File: src/hw/rtl/raster_copy_region_clamp_macros.svh
// Assertion macros for the raster copy region clamp block.
`ifndef RASTER_COPY_REGION_CLAMP_MACROS_SVH
`define RASTER_COPY_REGION_CLAMP_MACROS_SVH

`ifndef NO_ASSERTIONS
// Check that cons holds in the same cycle as ante.
`define RCRC_ASSERT_IMP(lbl, clk, rstn, ante, cons) \
  lbl: assert property (@(posedge clk) disable iff (!rstn) (ante) |-> (cons)) \
    else $error("assertion failed");
// Check that cons holds in the cycle after ante.
`define RCRC_ASSERT_NEXT(lbl, clk, rstn, ante, cons) \
  lbl: assert property (@(posedge clk) disable iff (!rstn) (ante) |=> (cons)) \
    else $error("assertion failed");
`else
`define RCRC_ASSERT_IMP(lbl, clk, rstn, ante, cons)
`define RCRC_ASSERT_NEXT(lbl, clk, rstn, ante, cons)
`endif

`endif

File: src/hw/rtl/rcrc_pkg.sv
// Shared types and constants of the raster copy region clamp block.
`timescale 1ns / 1ps

package rcrc_pkg;

  localparam int LEVEL_IN_W  = 5;
  localparam int LEVEL_OUT_W = 4;
  localparam int COORD_W     = 16;
  localparam int SIZE_W      = 48;
  localparam int CFG_IDX_W   = 3;
  localparam int CFG_DATA_W  = 48;

  // Configuration register indexes
  localparam logic [CFG_IDX_W-1:0] CFG_SOURCE_SIZE        = 3'd0;
  localparam logic [CFG_IDX_W-1:0] CFG_SOURCE_LEVEL_COUNT = 3'd1;
  localparam logic [CFG_IDX_W-1:0] CFG_DEST_SIZE          = 3'd2;
  localparam logic [CFG_IDX_W-1:0] CFG_DEST_LEVEL_COUNT   = 3'd3;
  localparam logic [CFG_IDX_W-1:0] CFG_MULTISAMPLE_MODES  = 3'd4;

  // Reset values: 1x1x1 images, one level, no multisampling
  localparam logic [SIZE_W-1:0]     SIZE_RESET  = 48'h0001_0001_0001;
  localparam logic [LEVEL_IN_W-1:0] COUNT_RESET = 5'd1;

  // Image indexes inside per-image arrays
  localparam int IMG_SRC = 0;
  localparam int IMG_DST = 1;

  typedef struct packed {
    logic [SIZE_W-1:0]     source_size;
    logic [LEVEL_IN_W-1:0] source_level_count;
    logic [SIZE_W-1:0]     dest_size;
    logic [LEVEL_IN_W-1:0] dest_level_count;
    logic [1:0]            multisample_modes;
  } cfg_t;

  typedef struct packed {
    logic [1:0][LEVEL_IN_W-1:0]   level;
    logic [1:0][2:0][COORD_W-1:0] origin;
    logic [2:0][COORD_W-1:0]      size;
    logic                         last;
  } req_t;

  typedef struct packed {
    logic [1:0][LEVEL_OUT_W-1:0]  level;
    logic [1:0][2:0][COORD_W-1:0] origin;
    logic [2:0][COORD_W-1:0]      size;
    logic                         last;
  } res_t;

endpackage

File: src/hw/rtl/rcrc_if.sv
// Channel interfaces: copy request, clamped result and configuration write.
`timescale 1ns / 1ps

interface rcrc_req_if;
  import rcrc_pkg::*;
  logic                  valid;
  logic                  ready;
  logic [LEVEL_IN_W-1:0] src_level;
  logic [COORD_W-1:0]    src_x;
  logic [COORD_W-1:0]    src_y;
  logic [COORD_W-1:0]    src_z;
  logic [LEVEL_IN_W-1:0] dst_level;
  logic [COORD_W-1:0]    dst_x;
  logic [COORD_W-1:0]    dst_y;
  logic [COORD_W-1:0]    dst_z;
  logic [COORD_W-1:0]    copy_width;
  logic [COORD_W-1:0]    copy_height;
  logic [COORD_W-1:0]    copy_depth;
  logic                  last_in;

  modport source (output valid, src_level, src_x, src_y, src_z, dst_level, dst_x, dst_y,
                  dst_z, copy_width, copy_height, copy_depth, last_in, input ready);
  modport sink (input valid, src_level, src_x, src_y, src_z, dst_level, dst_x, dst_y,
                dst_z, copy_width, copy_height, copy_depth, last_in, output ready);
endinterface

interface rcrc_res_if;
  import rcrc_pkg::*;
  logic                   valid;
  logic                   ready;
  logic [LEVEL_OUT_W-1:0] out_src_level;
  logic [COORD_W-1:0]     out_src_x;
  logic [COORD_W-1:0]     out_src_y;
  logic [COORD_W-1:0]     out_src_z;
  logic [LEVEL_OUT_W-1:0] out_dst_level;
  logic [COORD_W-1:0]     out_dst_x;
  logic [COORD_W-1:0]     out_dst_y;
  logic [COORD_W-1:0]     out_dst_z;
  logic [COORD_W-1:0]     out_width;
  logic [COORD_W-1:0]     out_height;
  logic [COORD_W-1:0]     out_depth;
  logic                   last_out;

  modport source (output valid, out_src_level, out_src_x, out_src_y, out_src_z,
                  out_dst_level, out_dst_x, out_dst_y, out_dst_z, out_width, out_height,
                  out_depth, last_out, input ready);
  modport sink (input valid, out_src_level, out_src_x, out_src_y, out_src_z,
                out_dst_level, out_dst_x, out_dst_y, out_dst_z, out_width, out_height,
                out_depth, last_out, output ready);
endinterface

interface rcrc_cfg_if;
  import rcrc_pkg::*;
  logic                  valid;
  logic                  ready;
  logic [CFG_IDX_W-1:0]  index;
  logic [CFG_DATA_W-1:0] data;

  modport source (output valid, index, data, input ready);
  modport sink (input valid, index, data, output ready);
endinterface

File: src/hw/rtl/rcrc_prep.sv
// Stage 1: clamp both level indices and sanitize the base image sizes.
`timescale 1ns / 1ps

module rcrc_prep #(
  parameter int MAX_LEVELS  = 16,
  parameter int EXTENT_BITS = 16,
  parameter int LVL_W       = 4
) (
  input  logic                                  clk,
  input  logic                                  rst_n,
  input  logic                                  up_valid,
  output logic                                  up_ready,
  input  rcrc_pkg::req_t                        up_req,
  input  rcrc_pkg::cfg_t                        cfg,
  output logic                                  dn_valid,
  input  logic                                  dn_ready,
  output logic [1:0][LVL_W-1:0]                 dn_level,
  output logic [1:0][2:0][EXTENT_BITS-1:0]      dn_base,
  output logic [1:0][2:0][rcrc_pkg::COORD_W-1:0] dn_origin,
  output logic [2:0][rcrc_pkg::COORD_W-1:0]     dn_size,
  output logic                                  dn_last
);
  import rcrc_pkg::*;

  localparam int EXT_MAX = (1 << EXTENT_BITS) - 1;

  logic                              valid_r;
  logic [1:0][LVL_W-1:0]             level_r, level_nxt;
  logic [1:0][2:0][EXTENT_BITS-1:0]  base_r, base_nxt;
  logic [1:0][2:0][COORD_W-1:0]      origin_r;
  logic [2:0][COORD_W-1:0]           size_r;
  logic                              last_r;

  // Clamp a requested level to the sanitized level count minus one
  function automatic logic [LVL_W-1:0] clamp_level(input logic [LEVEL_IN_W-1:0] req,
                                                   input logic [LEVEL_IN_W-1:0] cnt);
    logic [LEVEL_IN_W-1:0] top;
    if (cnt == '0) begin
      top = '0;
    end else if ({1'b0, cnt} > (LEVEL_IN_W + 1)'(MAX_LEVELS)) begin
      top = LEVEL_IN_W'(MAX_LEVELS - 1);
    end else begin
      top = cnt - LEVEL_IN_W'(1);
    end
    return (req < top) ? LVL_W'(req) : LVL_W'(top);
  endfunction

  // Treat zero as one and saturate at the widest extent
  function automatic logic [EXTENT_BITS-1:0] size_field(input logic [COORD_W-1:0] v);
    logic [COORD_W-1:0] s;
    if (v == '0) begin
      s = COORD_W'(1);
    end else if (v > COORD_W'(EXT_MAX)) begin
      s = COORD_W'(EXT_MAX);
    end else begin
      s = v;
    end
    return EXTENT_BITS'(s);
  endfunction

  // Compute levels and base sizes
  always_comb begin
    level_nxt[IMG_SRC] = clamp_level(up_req.level[IMG_SRC], cfg.source_level_count);
    level_nxt[IMG_DST] = clamp_level(up_req.level[IMG_DST], cfg.dest_level_count);
    for (int a = 0; a < 3; a++) begin
      base_nxt[IMG_SRC][a] = size_field(cfg.source_size[a*COORD_W +: COORD_W]);
      base_nxt[IMG_DST][a] = size_field(cfg.dest_size[a*COORD_W +: COORD_W]);
    end
  end

  assign up_ready = !valid_r || dn_ready;

  // Advance the stage when the next one takes the item or this one is empty
  always_ff @(posedge clk) begin
    if (!rst_n) begin
      valid_r <= 1'b0;
    end else if (up_ready) begin
      valid_r <= up_valid;
    end
  end

  always_ff @(posedge clk) begin
    if (up_ready && up_valid) begin
      level_r  <= level_nxt;
      base_r   <= base_nxt;
      origin_r <= up_req.origin;
      size_r   <= up_req.size;
      last_r   <= up_req.last;
    end
  end

  assign dn_valid  = valid_r;
  assign dn_level  = level_r;
  assign dn_base   = base_r;
  assign dn_origin = origin_r;
  assign dn_size   = size_r;
  assign dn_last   = last_r;

endmodule

File: src/hw/rtl/rcrc_extent.sv
// Stage 2: derive each image's extent at the clamped level.
`timescale 1ns / 1ps

module rcrc_extent #(
  parameter int EXTENT_BITS = 16,
  parameter int LVL_W       = 4
) (
  input  logic                                   clk,
  input  logic                                   rst_n,
  input  logic                                   up_valid,
  output logic                                   up_ready,
  input  logic [1:0][LVL_W-1:0]                  up_level,
  input  logic [1:0][2:0][EXTENT_BITS-1:0]       up_base,
  input  logic [1:0][2:0][rcrc_pkg::COORD_W-1:0] up_origin,
  input  logic [2:0][rcrc_pkg::COORD_W-1:0]      up_size,
  input  logic                                   up_last,
  input  logic [1:0]                             multisample,
  output logic                                   dn_valid,
  input  logic                                   dn_ready,
  output logic [1:0][LVL_W-1:0]                  dn_level,
  output logic [1:0][2:0][EXTENT_BITS-1:0]       dn_ext,
  output logic [1:0][2:0][rcrc_pkg::COORD_W-1:0] dn_origin,
  output logic [2:0][rcrc_pkg::COORD_W-1:0]      dn_size,
  output logic                                   dn_last
);
  import rcrc_pkg::*;

  logic                              valid_r;
  logic [1:0][LVL_W-1:0]             level_r;
  logic [1:0][2:0][EXTENT_BITS-1:0]  ext_r, ext_nxt;
  logic [1:0][2:0][COORD_W-1:0]      origin_r;
  logic [2:0][COORD_W-1:0]           size_r;
  logic                              last_r;

  // Halve per level with a floor of one, or double per level and saturate
  function automatic logic [EXTENT_BITS-1:0] level_ext(input logic [EXTENT_BITS-1:0] base,
                                                       input logic [LVL_W-1:0] lvl,
                                                       input logic ms);
    logic [2*EXTENT_BITS-1:0] wide;
    logic [EXTENT_BITS-1:0]   shr;
    logic [EXTENT_BITS-1:0]   res;
    wide = {{EXTENT_BITS{1'b0}}, base} << lvl;
    shr  = base >> lvl;
    if (ms) begin
      if ((int'(lvl) >= EXTENT_BITS) || (wide[2*EXTENT_BITS-1:EXTENT_BITS] != '0)) begin
        res = '1;
      end else begin
        res = wide[EXTENT_BITS-1:0];
      end
    end else begin
      res = (shr == '0) ? EXTENT_BITS'(1) : shr;
    end
    return res;
  endfunction

  always_comb begin
    for (int i = 0; i < 2; i++) begin
      for (int a = 0; a < 3; a++) begin
        ext_nxt[i][a] = level_ext(up_base[i][a], up_level[i], multisample[i]);
      end
    end
  end

  assign up_ready = !valid_r || dn_ready;

  // Advance the stage when the next one takes the item or this one is empty
  always_ff @(posedge clk) begin
    if (!rst_n) begin
      valid_r <= 1'b0;
    end else if (up_ready) begin
      valid_r <= up_valid;
    end
  end

  always_ff @(posedge clk) begin
    if (up_ready && up_valid) begin
      level_r  <= up_level;
      ext_r    <= ext_nxt;
      origin_r <= up_origin;
      size_r   <= up_size;
      last_r   <= up_last;
    end
  end

  assign dn_valid  = valid_r;
  assign dn_level  = level_r;
  assign dn_ext    = ext_r;
  assign dn_origin = origin_r;
  assign dn_size   = size_r;
  assign dn_last   = last_r;

endmodule

File: src/hw/rtl/rcrc_fit.sv
// Stages 3 and 4: clamp origins, find the room left and clamp the copy size.
`timescale 1ns / 1ps

module rcrc_fit #(
  parameter int EXTENT_BITS = 16,
  parameter int LVL_W       = 4
) (
  input  logic                                   clk,
  input  logic                                   rst_n,
  input  logic                                   up_valid,
  output logic                                   up_ready,
  input  logic [1:0][LVL_W-1:0]                  up_level,
  input  logic [1:0][2:0][EXTENT_BITS-1:0]       up_ext,
  input  logic [1:0][2:0][rcrc_pkg::COORD_W-1:0] up_origin,
  input  logic [2:0][rcrc_pkg::COORD_W-1:0]      up_size,
  input  logic                                   up_last,
  output logic                                   dn_valid,
  input  logic                                   dn_ready,
  output rcrc_pkg::res_t                         dn_res
);
  import rcrc_pkg::*;

  // Stage 3 registers
  logic                              s3_valid_r;
  logic                              s3_ready;
  logic [1:0][LVL_W-1:0]             s3_level_r;
  logic [1:0][2:0][EXTENT_BITS-1:0]  s3_org_r, s3_org_nxt;
  logic [1:0][2:0][EXTENT_BITS-1:0]  s3_room_r, s3_room_nxt;
  logic [2:0][COORD_W-1:0]           s3_size_r;
  logic                              s3_last_r;

  // Stage 4 registers
  logic                              s4_valid_r;
  logic                              s4_ready;
  res_t                              s4_res_r, s4_res_nxt;

  // Clamp each origin to extent minus one and take the room left
  always_comb begin
    logic [EXTENT_BITS-1:0] lim;
    for (int i = 0; i < 2; i++) begin
      for (int a = 0; a < 3; a++) begin
        lim = up_ext[i][a] - EXTENT_BITS'(1);
        if (up_origin[i][a] > COORD_W'(lim)) begin
          s3_org_nxt[i][a] = lim;
        end else begin
          s3_org_nxt[i][a] = EXTENT_BITS'(up_origin[i][a]);
        end
        s3_room_nxt[i][a] = up_ext[i][a] - s3_org_nxt[i][a];
      end
    end
  end

  assign up_ready = !s3_valid_r || s3_ready;

  always_ff @(posedge clk) begin
    if (!rst_n) begin
      s3_valid_r <= 1'b0;
    end else if (up_ready) begin
      s3_valid_r <= up_valid;
    end
  end

  always_ff @(posedge clk) begin
    if (up_ready && up_valid) begin
      s3_level_r <= up_level;
      s3_org_r   <= s3_org_nxt;
      s3_room_r  <= s3_room_nxt;
      s3_size_r  <= up_size;
      s3_last_r  <= up_last;
    end
  end

  // Clamp the copy size between one and the smaller room
  always_comb begin
    logic [EXTENT_BITS-1:0] room;
    logic [COORD_W-1:0]     req;
    logic [LEVEL_IN_W-1:0]  lvl;
    for (int i = 0; i < 2; i++) begin
      lvl = LEVEL_IN_W'(s3_level_r[i]);
      s4_res_nxt.level[i] = lvl[LEVEL_OUT_W-1:0];
      for (int a = 0; a < 3; a++) begin
        s4_res_nxt.origin[i][a] = COORD_W'(s3_org_r[i][a]);
      end
    end
    for (int a = 0; a < 3; a++) begin
      room = (s3_room_r[IMG_SRC][a] < s3_room_r[IMG_DST][a]) ?
             s3_room_r[IMG_SRC][a] : s3_room_r[IMG_DST][a];
      req = (s3_size_r[a] > COORD_W'(room)) ? COORD_W'(room) : s3_size_r[a];
      s4_res_nxt.size[a] = (req == '0) ? COORD_W'(1) : req;
    end
    s4_res_nxt.last = s3_last_r;
  end

  assign s3_ready = !s4_valid_r || s4_ready;
  assign s4_ready = dn_ready;

  always_ff @(posedge clk) begin
    if (!rst_n) begin
      s4_valid_r <= 1'b0;
    end else if (s3_ready) begin
      s4_valid_r <= s3_valid_r;
    end
  end

  always_ff @(posedge clk) begin
    if (s3_ready && s3_valid_r) begin
      s4_res_r <= s4_res_nxt;
    end
  end

  assign dn_valid = s4_valid_r;
  assign dn_res   = s4_res_r;

endmodule

File: src/hw/rtl/raster_copy_region_clamp.sv
// Throughput: one item per cycle through four register stages (level clamp,
// extent shift, origin clamp and room, size clamp); a stalled output holds the
// item and the stages behind it fill their empty slots before backpressure reaches the input.
// Reset (synchronous, rst_n low): all stages empty, configuration back to
// 1x1x1 images with one level each and no multisampling.
`timescale 1ns / 1ps
`include "raster_copy_region_clamp_macros.svh"

module raster_copy_region_clamp #(
  parameter int MAX_LEVELS  = 16,
  parameter int EXTENT_BITS = 16
) (
  input logic       clk,
  input logic       rst_n,
  rcrc_req_if.sink  in_req,
  rcrc_res_if.source out_res,
  rcrc_cfg_if.sink  cfg_wr
);
  import rcrc_pkg::*;

  localparam int LVL_W = (MAX_LEVELS > 1) ? $clog2(MAX_LEVELS) : 1;
  localparam logic [COORD_W:0] EXT_LIMIT = (COORD_W + 1)'((1 << EXTENT_BITS) - 1);

  cfg_t cfg_r, cfg_nxt;
  req_t req;
  res_t res;

  logic                             p1_valid, p1_ready;
  logic [1:0][LVL_W-1:0]            p1_level;
  logic [1:0][2:0][EXTENT_BITS-1:0] p1_base;
  logic [1:0][2:0][COORD_W-1:0]     p1_origin;
  logic [2:0][COORD_W-1:0]          p1_size;
  logic                             p1_last;

  logic                             p2_valid, p2_ready;
  logic [1:0][LVL_W-1:0]            p2_level;
  logic [1:0][2:0][EXTENT_BITS-1:0] p2_ext;
  logic [1:0][2:0][COORD_W-1:0]     p2_origin;
  logic [2:0][COORD_W-1:0]          p2_size;
  logic                             p2_last;

  logic [COORD_W:0] src_x_end, dst_x_end;
  logic             size_nonzero, span_fits;

  // Configuration registers: always ready
  assign cfg_wr.ready = 1'b1;

  always_comb begin
    cfg_nxt = cfg_r;
    if (cfg_wr.valid) begin
      unique case (cfg_wr.index)
        CFG_SOURCE_SIZE:        cfg_nxt.source_size        = cfg_wr.data[SIZE_W-1:0];
        CFG_SOURCE_LEVEL_COUNT: cfg_nxt.source_level_count = cfg_wr.data[LEVEL_IN_W-1:0];
        CFG_DEST_SIZE:          cfg_nxt.dest_size          = cfg_wr.data[SIZE_W-1:0];
        CFG_DEST_LEVEL_COUNT:   cfg_nxt.dest_level_count   = cfg_wr.data[LEVEL_IN_W-1:0];
        CFG_MULTISAMPLE_MODES:  cfg_nxt.multisample_modes  = cfg_wr.data[1:0];
        default:                cfg_nxt = cfg_r;
      endcase
    end
  end

  always_ff @(posedge clk) begin
    if (!rst_n) begin
      cfg_r.source_size        <= SIZE_RESET;
      cfg_r.source_level_count <= COUNT_RESET;
      cfg_r.dest_size          <= SIZE_RESET;
      cfg_r.dest_level_count   <= COUNT_RESET;
      cfg_r.multisample_modes  <= 2'b00;
    end else begin
      cfg_r <= cfg_nxt;
    end
  end

  // Gather the request fields
  always_comb begin
    req.level[IMG_SRC]     = in_req.src_level;
    req.level[IMG_DST]     = in_req.dst_level;
    req.origin[IMG_SRC][0] = in_req.src_x;
    req.origin[IMG_SRC][1] = in_req.src_y;
    req.origin[IMG_SRC][2] = in_req.src_z;
    req.origin[IMG_DST][0] = in_req.dst_x;
    req.origin[IMG_DST][1] = in_req.dst_y;
    req.origin[IMG_DST][2] = in_req.dst_z;
    req.size[0]            = in_req.copy_width;
    req.size[1]            = in_req.copy_height;
    req.size[2]            = in_req.copy_depth;
    req.last               = in_req.last_in;
  end

  rcrc_prep #(
    .MAX_LEVELS  (MAX_LEVELS),
    .EXTENT_BITS (EXTENT_BITS),
    .LVL_W       (LVL_W)
  ) u_prep (
    .clk       (clk),
    .rst_n     (rst_n),
    .up_valid  (in_req.valid),
    .up_ready  (in_req.ready),
    .up_req    (req),
    .cfg       (cfg_r),
    .dn_valid  (p1_valid),
    .dn_ready  (p1_ready),
    .dn_level  (p1_level),
    .dn_base   (p1_base),
    .dn_origin (p1_origin),
    .dn_size   (p1_size),
    .dn_last   (p1_last)
  );

  rcrc_extent #(
    .EXTENT_BITS (EXTENT_BITS),
    .LVL_W       (LVL_W)
  ) u_extent (
    .clk         (clk),
    .rst_n       (rst_n),
    .up_valid    (p1_valid),
    .up_ready    (p1_ready),
    .up_level    (p1_level),
    .up_base     (p1_base),
    .up_origin   (p1_origin),
    .up_size     (p1_size),
    .up_last     (p1_last),
    .multisample (cfg_r.multisample_modes),
    .dn_valid    (p2_valid),
    .dn_ready    (p2_ready),
    .dn_level    (p2_level),
    .dn_ext      (p2_ext),
    .dn_origin   (p2_origin),
    .dn_size     (p2_size),
    .dn_last     (p2_last)
  );

  rcrc_fit #(
    .EXTENT_BITS (EXTENT_BITS),
    .LVL_W       (LVL_W)
  ) u_fit (
    .clk       (clk),
    .rst_n     (rst_n),
    .up_valid  (p2_valid),
    .up_ready  (p2_ready),
    .up_level  (p2_level),
    .up_ext    (p2_ext),
    .up_origin (p2_origin),
    .up_size   (p2_size),
    .up_last   (p2_last),
    .dn_valid  (out_res.valid),
    .dn_ready  (out_res.ready),
    .dn_res    (res)
  );

  // Spread the result onto the output channel
  assign out_res.out_src_level = res.level[IMG_SRC];
  assign out_res.out_dst_level = res.level[IMG_DST];
  assign out_res.out_src_x     = res.origin[IMG_SRC][0];
  assign out_res.out_src_y     = res.origin[IMG_SRC][1];
  assign out_res.out_src_z     = res.origin[IMG_SRC][2];
  assign out_res.out_dst_x     = res.origin[IMG_DST][0];
  assign out_res.out_dst_y     = res.origin[IMG_DST][1];
  assign out_res.out_dst_z     = res.origin[IMG_DST][2];
  assign out_res.out_width     = res.size[0];
  assign out_res.out_height    = res.size[1];
  assign out_res.out_depth     = res.size[2];
  assign out_res.last_out      = res.last;

  // End of the copied span in x, for the fit checks
  assign src_x_end = {1'b0, out_res.out_src_x} + {1'b0, out_res.out_width};
  assign dst_x_end = {1'b0, out_res.out_dst_x} + {1'b0, out_res.out_width};

  assign size_nonzero = (out_res.out_width != '0) && (out_res.out_height != '0) &&
                        (out_res.out_depth != '0);
  assign span_fits    = (src_x_end <= EXT_LIMIT) && (dst_x_end <= EXT_LIMIT);

  // Input backpressure only arises from a full, stalled output
  `RCRC_ASSERT_IMP(a_stall_source, clk, rst_n, !in_req.ready, out_res.valid && !out_res.ready)
  // Every delivered copy size is at least one
  `RCRC_ASSERT_IMP(a_size_nonzero, clk, rst_n, out_res.valid, size_nonzero)
  // The clamped copy never runs past the largest extent in x in either image
  `RCRC_ASSERT_IMP(a_span_fits, clk, rst_n, out_res.valid, span_fits)

endmodule

File: src/flat_wrapper.sv
// flat-port wrapper written by rule: the top's interface ports become plain ports
module raster_copy_region_clamp_flat import rcrc_pkg::*;
#(
  parameter int MAX_LEVELS  = 16,
  parameter int EXTENT_BITS = 16
)
  (clk, rst_n, in_req_valid, in_req_src_level, in_req_src_x, in_req_src_y, in_req_src_z, in_req_dst_level, in_req_dst_x, in_req_dst_y, in_req_dst_z, in_req_copy_width, in_req_copy_height, in_req_copy_depth, in_req_last_in, in_req_ready, out_res_valid, out_res_out_src_level, out_res_out_src_x, out_res_out_src_y, out_res_out_src_z, out_res_out_dst_level, out_res_out_dst_x, out_res_out_dst_y, out_res_out_dst_z, out_res_out_width, out_res_out_height, out_res_out_depth, out_res_last_out, out_res_ready, cfg_wr_valid, cfg_wr_index, cfg_wr_data, cfg_wr_ready);
  rcrc_req_if in_req_i ();
  rcrc_res_if out_res_i ();
  rcrc_cfg_if cfg_wr_i ();
  input logic clk;
  input logic rst_n;
  input wire logic [$bits(in_req_i.valid)-1:0] in_req_valid;
  input wire logic [$bits(in_req_i.src_level)-1:0] in_req_src_level;
  input wire logic [$bits(in_req_i.src_x)-1:0] in_req_src_x;
  input wire logic [$bits(in_req_i.src_y)-1:0] in_req_src_y;
  input wire logic [$bits(in_req_i.src_z)-1:0] in_req_src_z;
  input wire logic [$bits(in_req_i.dst_level)-1:0] in_req_dst_level;
  input wire logic [$bits(in_req_i.dst_x)-1:0] in_req_dst_x;
  input wire logic [$bits(in_req_i.dst_y)-1:0] in_req_dst_y;
  input wire logic [$bits(in_req_i.dst_z)-1:0] in_req_dst_z;
  input wire logic [$bits(in_req_i.copy_width)-1:0] in_req_copy_width;
  input wire logic [$bits(in_req_i.copy_height)-1:0] in_req_copy_height;
  input wire logic [$bits(in_req_i.copy_depth)-1:0] in_req_copy_depth;
  input wire logic [$bits(in_req_i.last_in)-1:0] in_req_last_in;
  output wire logic [$bits(in_req_i.ready)-1:0] in_req_ready;
  output wire logic [$bits(out_res_i.valid)-1:0] out_res_valid;
  output wire logic [$bits(out_res_i.out_src_level)-1:0] out_res_out_src_level;
  output wire logic [$bits(out_res_i.out_src_x)-1:0] out_res_out_src_x;
  output wire logic [$bits(out_res_i.out_src_y)-1:0] out_res_out_src_y;
  output wire logic [$bits(out_res_i.out_src_z)-1:0] out_res_out_src_z;
  output wire logic [$bits(out_res_i.out_dst_level)-1:0] out_res_out_dst_level;
  output wire logic [$bits(out_res_i.out_dst_x)-1:0] out_res_out_dst_x;
  output wire logic [$bits(out_res_i.out_dst_y)-1:0] out_res_out_dst_y;
  output wire logic [$bits(out_res_i.out_dst_z)-1:0] out_res_out_dst_z;
  output wire logic [$bits(out_res_i.out_width)-1:0] out_res_out_width;
  output wire logic [$bits(out_res_i.out_height)-1:0] out_res_out_height;
  output wire logic [$bits(out_res_i.out_depth)-1:0] out_res_out_depth;
  output wire logic [$bits(out_res_i.last_out)-1:0] out_res_last_out;
  input wire logic [$bits(out_res_i.ready)-1:0] out_res_ready;
  input wire logic [$bits(cfg_wr_i.valid)-1:0] cfg_wr_valid;
  input wire logic [$bits(cfg_wr_i.index)-1:0] cfg_wr_index;
  input wire logic [$bits(cfg_wr_i.data)-1:0] cfg_wr_data;
  output wire logic [$bits(cfg_wr_i.ready)-1:0] cfg_wr_ready;
  assign in_req_i.valid = in_req_valid;
  assign in_req_i.src_level = in_req_src_level;
  assign in_req_i.src_x = in_req_src_x;
  assign in_req_i.src_y = in_req_src_y;
  assign in_req_i.src_z = in_req_src_z;
  assign in_req_i.dst_level = in_req_dst_level;
  assign in_req_i.dst_x = in_req_dst_x;
  assign in_req_i.dst_y = in_req_dst_y;
  assign in_req_i.dst_z = in_req_dst_z;
  assign in_req_i.copy_width = in_req_copy_width;
  assign in_req_i.copy_height = in_req_copy_height;
  assign in_req_i.copy_depth = in_req_copy_depth;
  assign in_req_i.last_in = in_req_last_in;
  assign in_req_ready = in_req_i.ready;
  assign out_res_valid = out_res_i.valid;
  assign out_res_out_src_level = out_res_i.out_src_level;
  assign out_res_out_src_x = out_res_i.out_src_x;
  assign out_res_out_src_y = out_res_i.out_src_y;
  assign out_res_out_src_z = out_res_i.out_src_z;
  assign out_res_out_dst_level = out_res_i.out_dst_level;
  assign out_res_out_dst_x = out_res_i.out_dst_x;
  assign out_res_out_dst_y = out_res_i.out_dst_y;
  assign out_res_out_dst_z = out_res_i.out_dst_z;
  assign out_res_out_width = out_res_i.out_width;
  assign out_res_out_height = out_res_i.out_height;
  assign out_res_out_depth = out_res_i.out_depth;
  assign out_res_last_out = out_res_i.last_out;
  assign out_res_i.ready = out_res_ready;
  assign cfg_wr_i.valid = cfg_wr_valid;
  assign cfg_wr_i.index = cfg_wr_index;
  assign cfg_wr_i.data = cfg_wr_data;
  assign cfg_wr_ready = cfg_wr_i.ready;
  raster_copy_region_clamp #(.MAX_LEVELS(MAX_LEVELS), .EXTENT_BITS(EXTENT_BITS)) u_core (.clk(clk), .rst_n(rst_n), .in_req(in_req_i), .out_res(out_res_i), .cfg_wr(cfg_wr_i));
endmodule
File: config.mk
export PLATFORM = sky130hd
export DESIGN_NAME = raster_copy_region_clamp_flat
export DESIGN_NICKNAME = d
export VERILOG_FILES = /design/src/hw/rtl/rcrc_pkg.sv /design/src/hw/rtl/rcrc_if.sv /design/src/hw/rtl/rcrc_prep.sv /design/src/hw/rtl/rcrc_extent.sv /design/src/hw/rtl/rcrc_fit.sv /design/src/hw/rtl/raster_copy_region_clamp.sv /design/src/flat_wrapper.sv
export VERILOG_INCLUDE_DIRS = /design/src /design/src/hw/rtl
export SDC_FILE = /design/constraint.sdc
export NUM_CORES = 2
export LEC_CHECK = 0
export BUFFER_PORTS_ARGS = -buffer_cell sky130_fd_sc_hd__buf_4
export CORE_MARGIN = 2
export CORE_UTILIZATION = 34
export DETAILED_ROUTE_END_ITERATION = 8
export GPL_TIMING_DRIVEN = 0
export SETUP_SLACK_MARGIN = 0.1
export SYNTH_ARGS = -nofsm -noshare
export SYNTH_HDL_FRONTEND = slang
export SYNTH_SLANG_ARGS = --single-unit
File: constraint.sdc
create_clock -name clk -period 40.5 [get_ports clk]
set_input_delay 0 -clock clk [delete_from_list [all_inputs] [get_ports clk]]
set_output_delay 0 -clock clk [all_outputs]
set_load 0.02 [all_outputs]
## Word-level counts from Yosys, hierarchy flattened

Index checks and enable logic that the tools add are counted.

- Logic and storage cells: 222
- Register bits after elaboration: 1012
- Input bits: 211

- Eq/ne operators: 4
- Reduce and logical (&&, ||, !) cells: 47
- Magnitude comparators: 22
- Shifts and indexed selects: 12
- Add/subtract/negate cells: 14
- Multiplexer cells: 42

Operator list:

| operator | number |
|---|---|
| 2-to-1 mux 16 bit | 36 |
| zero test 16 bit | 15 |
| << shifter 16 x 4 -> 32 bit | 6 |
| > comparator 16 bit | 9 |
| > comparator 16 bit (second input constant) | 6 |
| nonzero test 16 bit | 6 |
| >> shifter 16 x 4 -> 16 bit | 6 |
| subtractor 16 x 1 -> 16 bit (second input constant) | 6 |
| subtractor 16 bit | 6 |
| less-than comparator 16 bit | 3 |
| 2-to-1 mux 5 bit | 4 |
| OR reduction 2 bit | 6 |
| > comparator 5 bit (second input constant) | 2 |
| zero test 5 bit | 2 |
| less-than comparator 5 bit | 2 |
| AND reduction 2 bit | 5 |
| subtractor 5 x 1 -> 5 bit (second input constant) | 2 |
| 2-to-1 mux 4 bit | 2 |
| equality test 3 x 2 -> 1 bit (second input constant) | 2 |
| logical AND 1 bit | 4 |
| zero test 1 bit | 4 |
| logical OR 1 bit | 4 |
| equality test 3 x 1 -> 1 bit (second input constant) | 1 |
| equality test 3 bit (second input constant) | 1 |
| zero test 3 bit | 1 |

## Longest topological paths before layout

- Depth after elaboration: 6
- Gate-level depth with buffers: 34
- Mapped depth without buffers: 32

## Modules after synthesis

Synthesis repeated with hierarchy kept, for this count alone.

- Cells, all modules: 4648
- Area total of the unflattened synthesis: 54442.2 um^2

By module, submodules not included:

| module | cells each | sequential area each (um^2) | area an instance (um^2) | instances |
|---|---|---|---|---|
| rcrc_fit | 2247 | 12111.6 | 24524.8 | 1 |
| rcrc_extent | 1541 | 7497.2 | 17206.5 | 1 |
| rcrc_prep | 451 | 7497.2 | 8610.8 | 1 |
| raster_copy_region_clamp | 409 | 2162.1 | 4100.2 | 1 |

## Worst setup path after synthesis

OpenSTA, ideal clock, no wires.

- Path type: flip-flop to flip-flop
- Start point: reg u_core.u_fit.s4_valid_r, in the netlist u_core.u_fit.dn_valid
- End point: reg u_core.u_fit.s3_last_r, enable pin
- Data required time: 39.259 ns
- Path slack: 20.783 ns
- Stages on the path, launching flop included: 3
- Period minus slack after synthesis: 19.717 ns
- Data arrival time: 18.477 ns
- Setup time: 1.241 ns
- Cells stage by stage: dfxtp_1 -> nor2b_1 -> a21boi_0

- Word-level cells in the longest chain between the ends: 4

Ends and longest elaborated chain:

| element | RTL line | source |
|---|---|---|
| start: declaration | rcrc_fit.sv:33 | `logic s4_valid_r;` |
| start signal: assignment | rcrc_fit.sv:101 | `s4_valid_r <= s3_valid_r;` |
| zero test 1 bit | rcrc_fit.sv:94 | `assign s3_ready = !s4_valid_r \|\| s4_ready;` |
| logical OR 1 bit | rcrc_fit.sv:94 |  |
| logical OR 1 bit | rcrc_fit.sv:53 | `assign up_ready = !s3_valid_r \|\| s3_ready;` |
| logical AND 1 bit | rcrc_fit.sv:64 | `if (up_ready && up_valid) begin` |
| end signal: assignment | rcrc_fit.sv:69 | `s3_last_r <= up_last;` |
| end: declaration | rcrc_fit.sv:30 | `logic s3_last_r;` |

Every way passes these cells.
A chain may end at the register's enable or synchronous reset.

==> results.py <==
metrics = {
    "sta": {
        "period_needed_ns": 8.10,
        "whs_ns": 0.0954,
        "fin_crit_sh_pct": 20.0,
        "rsz0062_at_grt": "false",
        "setup_viol": 0,
        "drv_slew": 0,
        "worst_pin_slew_ns": 1.07,
        "skew_ns": 0.0673,
        "finalHoldViolations": 0,
        "timing.fmax_mhz": 123,
        "slew_headroom_pct": 28.6,
        "final.setup.tns_ns": 0,
    },
    "clock_tree": {
        "post-cts-setup-buffers": 0,
        "clk_latency_ns": 0.78,
        "clk_pin_slew_ns": 0.06,
        "cts_root_buf": "clkbuf_16",
        "clkSinkCount": 1012,
        "cts_tree": "built",
        "cts_buffers": 111,
        "cts_max_level": 3,
        "clockBufferDepth": 3,
        "cts_resized": 0,
    },
    "global_routing": {
        "grt_pass1_wl_um": 262000,
        "gr-total-overflow": 0,
        "grt_max_degree": 59,
        "grt_pass1_vias": 42000,
        "grt_usage_pct": 21.1,
        "antenna_found_initial": 12,
    },
    "power_and_ir_drop": {
        "total_power_mw": 2.81,
        "p_leak_nw": 25.8,
        "vdd_drop_max_uv": 32.2,
        "powerDensity_nw_per_um2": 41.4,
    },
    "setup_path": {
        "cp.arrival_ns": 8.59,
        "critPathSlowestCell": "a2111oi_0",
        "end_kind": "register",
        "crit_fanout": 10,
        "worstSetupStartpointType": "register",
        "ff2ff_setup_slack_ns": 32.40,
        "required_ns": 40.99,
        "cpPeakStageDelay_ns": 0.61,
        "crit_type": "reg -> reg",
    },
    "placement": {
        "routabilityCongestion": 0.976,
        "place_hpwl_um": 134000,
        "port_buffers": 364,
    },
    "synth": {
        "seq_area_frac_synth_pct": 54.1,
        "synth_top_area_share_pct": 50.0,
        "yosys_warnings": 0,
        "synth_area_um2": 54100,
        "synthTopCellsByArea": "edfxtp_1 (50%), ha_1 (6.3%), dfxtp_1 (4.1%)",
        "synth_area_per_cell_um2": 10.8,
        "synth-edff-count": 900,
        "ys_types": 93,
        "synth_flop_cell": "edfxtp_1",
        "ys_ff_latch": 1012,
        "async_flop_share_pct": 0,
        "synth_cells": 5019,
        "synth_top_area_cell": "edfxtp_1",
    },
    "drt": {
        "dr_total_vias": 43000,
        "wirelength_um": 176000,
        "drtAntennaViolNets": 0,
        "dr.pass1.iters": 6,
        "drt-wirelength-per-cell_um": 21.8,
        "drt-initial-drc-count": 4063,
        "drc": 0,
        "via_per_inst": 5.31,
    },
    "floorplan": {
        "die_height_um": 403,
        "start_util_pct": 34.2,
        "coreArea_um2": 158000,
        "row_count": 146,
        "die-area_um2": 162000,
        "io_pins": 367,
        "dieWidth_um": 403,
    },
    "run_status": {
        "status": "finished, final reports clean",
    },
    "finish": {
        "syn_to_final_growth_pct": 25.3,
        "fill_cells": 14900,
        "layout.nets": 6418,
        "final_common_cell": "edfxtp_1",
        "drive_gt1_share_pct": 11.6,
        "final_cell_mix": "edfxtp_1 (900), nand2_1 (472), dlygate4sd3_1 (401), nor2_1 (396), buf_4 (365)",
    },
    "hold_path": {
        "hp-class": "in -> reg",
    },
    "run": {
        "maxCapViolations": 0,
    },
}
[where the power goes]
group          internal, mW  switching (mW)  leakage, nW
Sequential             1.20          0.0350         9.41
Clock                 0.574           0.445         1.80
Combinational         0.216           0.340         14.6
[per-layer routing]
layer,GRT usage (%),wire [um],vias to the layer above,part of all wire [%]
met3,4.22,13000,315,7.4
met5,0,50,-,0.028
met2,33.0,78500,1728,45
met4,7.09,5780,8,3.3
met1,29.3,79000,20700,45
li1,-,-,20200,-
[per-stage QoR]
step	instance area (um^2)	instances	setup slack, ns	util (%)
after floorplan	54100	5021	20.78	-
after global placement	59400	7457	9.72	37.6
after detailed placement	60100	7485	32.34	38.0
after CTS	67800	8094	32.28	42.9
after global routing	67800	8096	31.70	42.9
final	67800	8097	32.40	42.9
[critical path: cells and delay by family, from the launching register on]
kind	cells	cell delay, ns
AO/OA/AOI/OAI	16	3.35
XOR/XNOR	1	0.16
adder cells (fa/ha/maj)	4	1.25
buffers and inverters	4	1.01
flip-flops	1	0.47
AND/OR/NAND/NOR	8	1.62
[state kept, by name, summed over array words and instances, names as in the netlist, 96 cells and up]
name / flops
u_core.cfg_r: 108
u_core.u_prep.dn_base: 96
u_core.u_fit.s3_org_r: 96
u_core.u_prep.dn_origin: 96
u_core.u_fit.dn_res: 153
u_core.u_extent.dn_ext: 96
u_core.u_fit.s3_room_r: 96
u_core.u_extent.dn_origin: 96
[worst paths after layout]
kind / from / end / cells past startpoint
worst max-delay path: u_core.u_extent.dn_ext[67] / u_core.u_fit.s3_room_r[78] / 33
worst min-delay path: in_req_dst_z[4] / u_core.u_prep.dn_origin[84] / 2
worst max register to register: u_core.u_extent.dn_ext[67] / u_core.u_fit.s3_room_r[78] / 33
worst min register to register: u_core.u_prep.dn_origin[46] / u_core.u_extent.dn_origin[46] / 0
[area by class of cell]
cell class | instances | area, um^2 | area share, %
Antenna cell | 3 | 7.51 | 0.0111
Tap cell | 2072 | 2590 | 3.82
Sequential cell | 1012 | 29300 | 43.2
Timing Repair Buffer | 793 | 7350 | 10.8
Clock inverter | 79 | 798 | 1.18
Clock buffer | 129 | 2910 | 4.29
Multi-Input combinational cell | 3376 | 22500 | 33.2
Inverter | 300 | 1130 | 1.66
Buffer | 333 | 1280 | 1.88
[cells by family (layout without fill, tap and decap cells)]
kind of cell,after synthesis,in the layout,share of synthesized area [%]
simple gates,1444,1444,12.4
compound gates,1258,1258,14.9
flops,1012,1012,54.1
buf+inv,633,1634,4.44
fa+ha+maj,292,292,6.78
mux,213,213,4.66
xor+xnor,166,166,2.79
other cells,1,6,0.00693
[Yosys cell counts, types with 10 or more instances]
cell type / count
nor4_1: 42
xnor2_1: 99
o31ai_1: 15
a31o_2: 10
a31oi_1: 49
edfxtp_1: 900
o21ai_0: 349
nand2_1: 472
o22ai_1: 28
nand3_1: 110
mux2_2: 33
a211oi_1: 25
a21o_1: 95
nor3_1: 111
or3_1: 19
inv_1: 296
xor2_1: 63
mux2i_1: 152
o22a_1: 31
or4_1: 14
ha_1: 274
nor2b_1: 54
mux4_2: 28
and3_1: 14
buf_1: 41
or2_2: 25
a21boi_0: 108
o221ai_1: 30
a21oi_1: 270
o21a_1: 75
clkbuf_1: 283
o211ai_1: 67
nor2_1: 396
nand4_1: 55
and2_1: 31
a22o_1: 10
dfxtp_1: 112
nand2b_1: 67
maj3_1: 12
[repair_timing]
action                                  in CTS  in global routing
hold endpoints to repair                   310                  0
hold buffers                               401                  0
endpoints found under the setup margin       0                  0
Note: power is estimated with default switching activity, not from simulation.
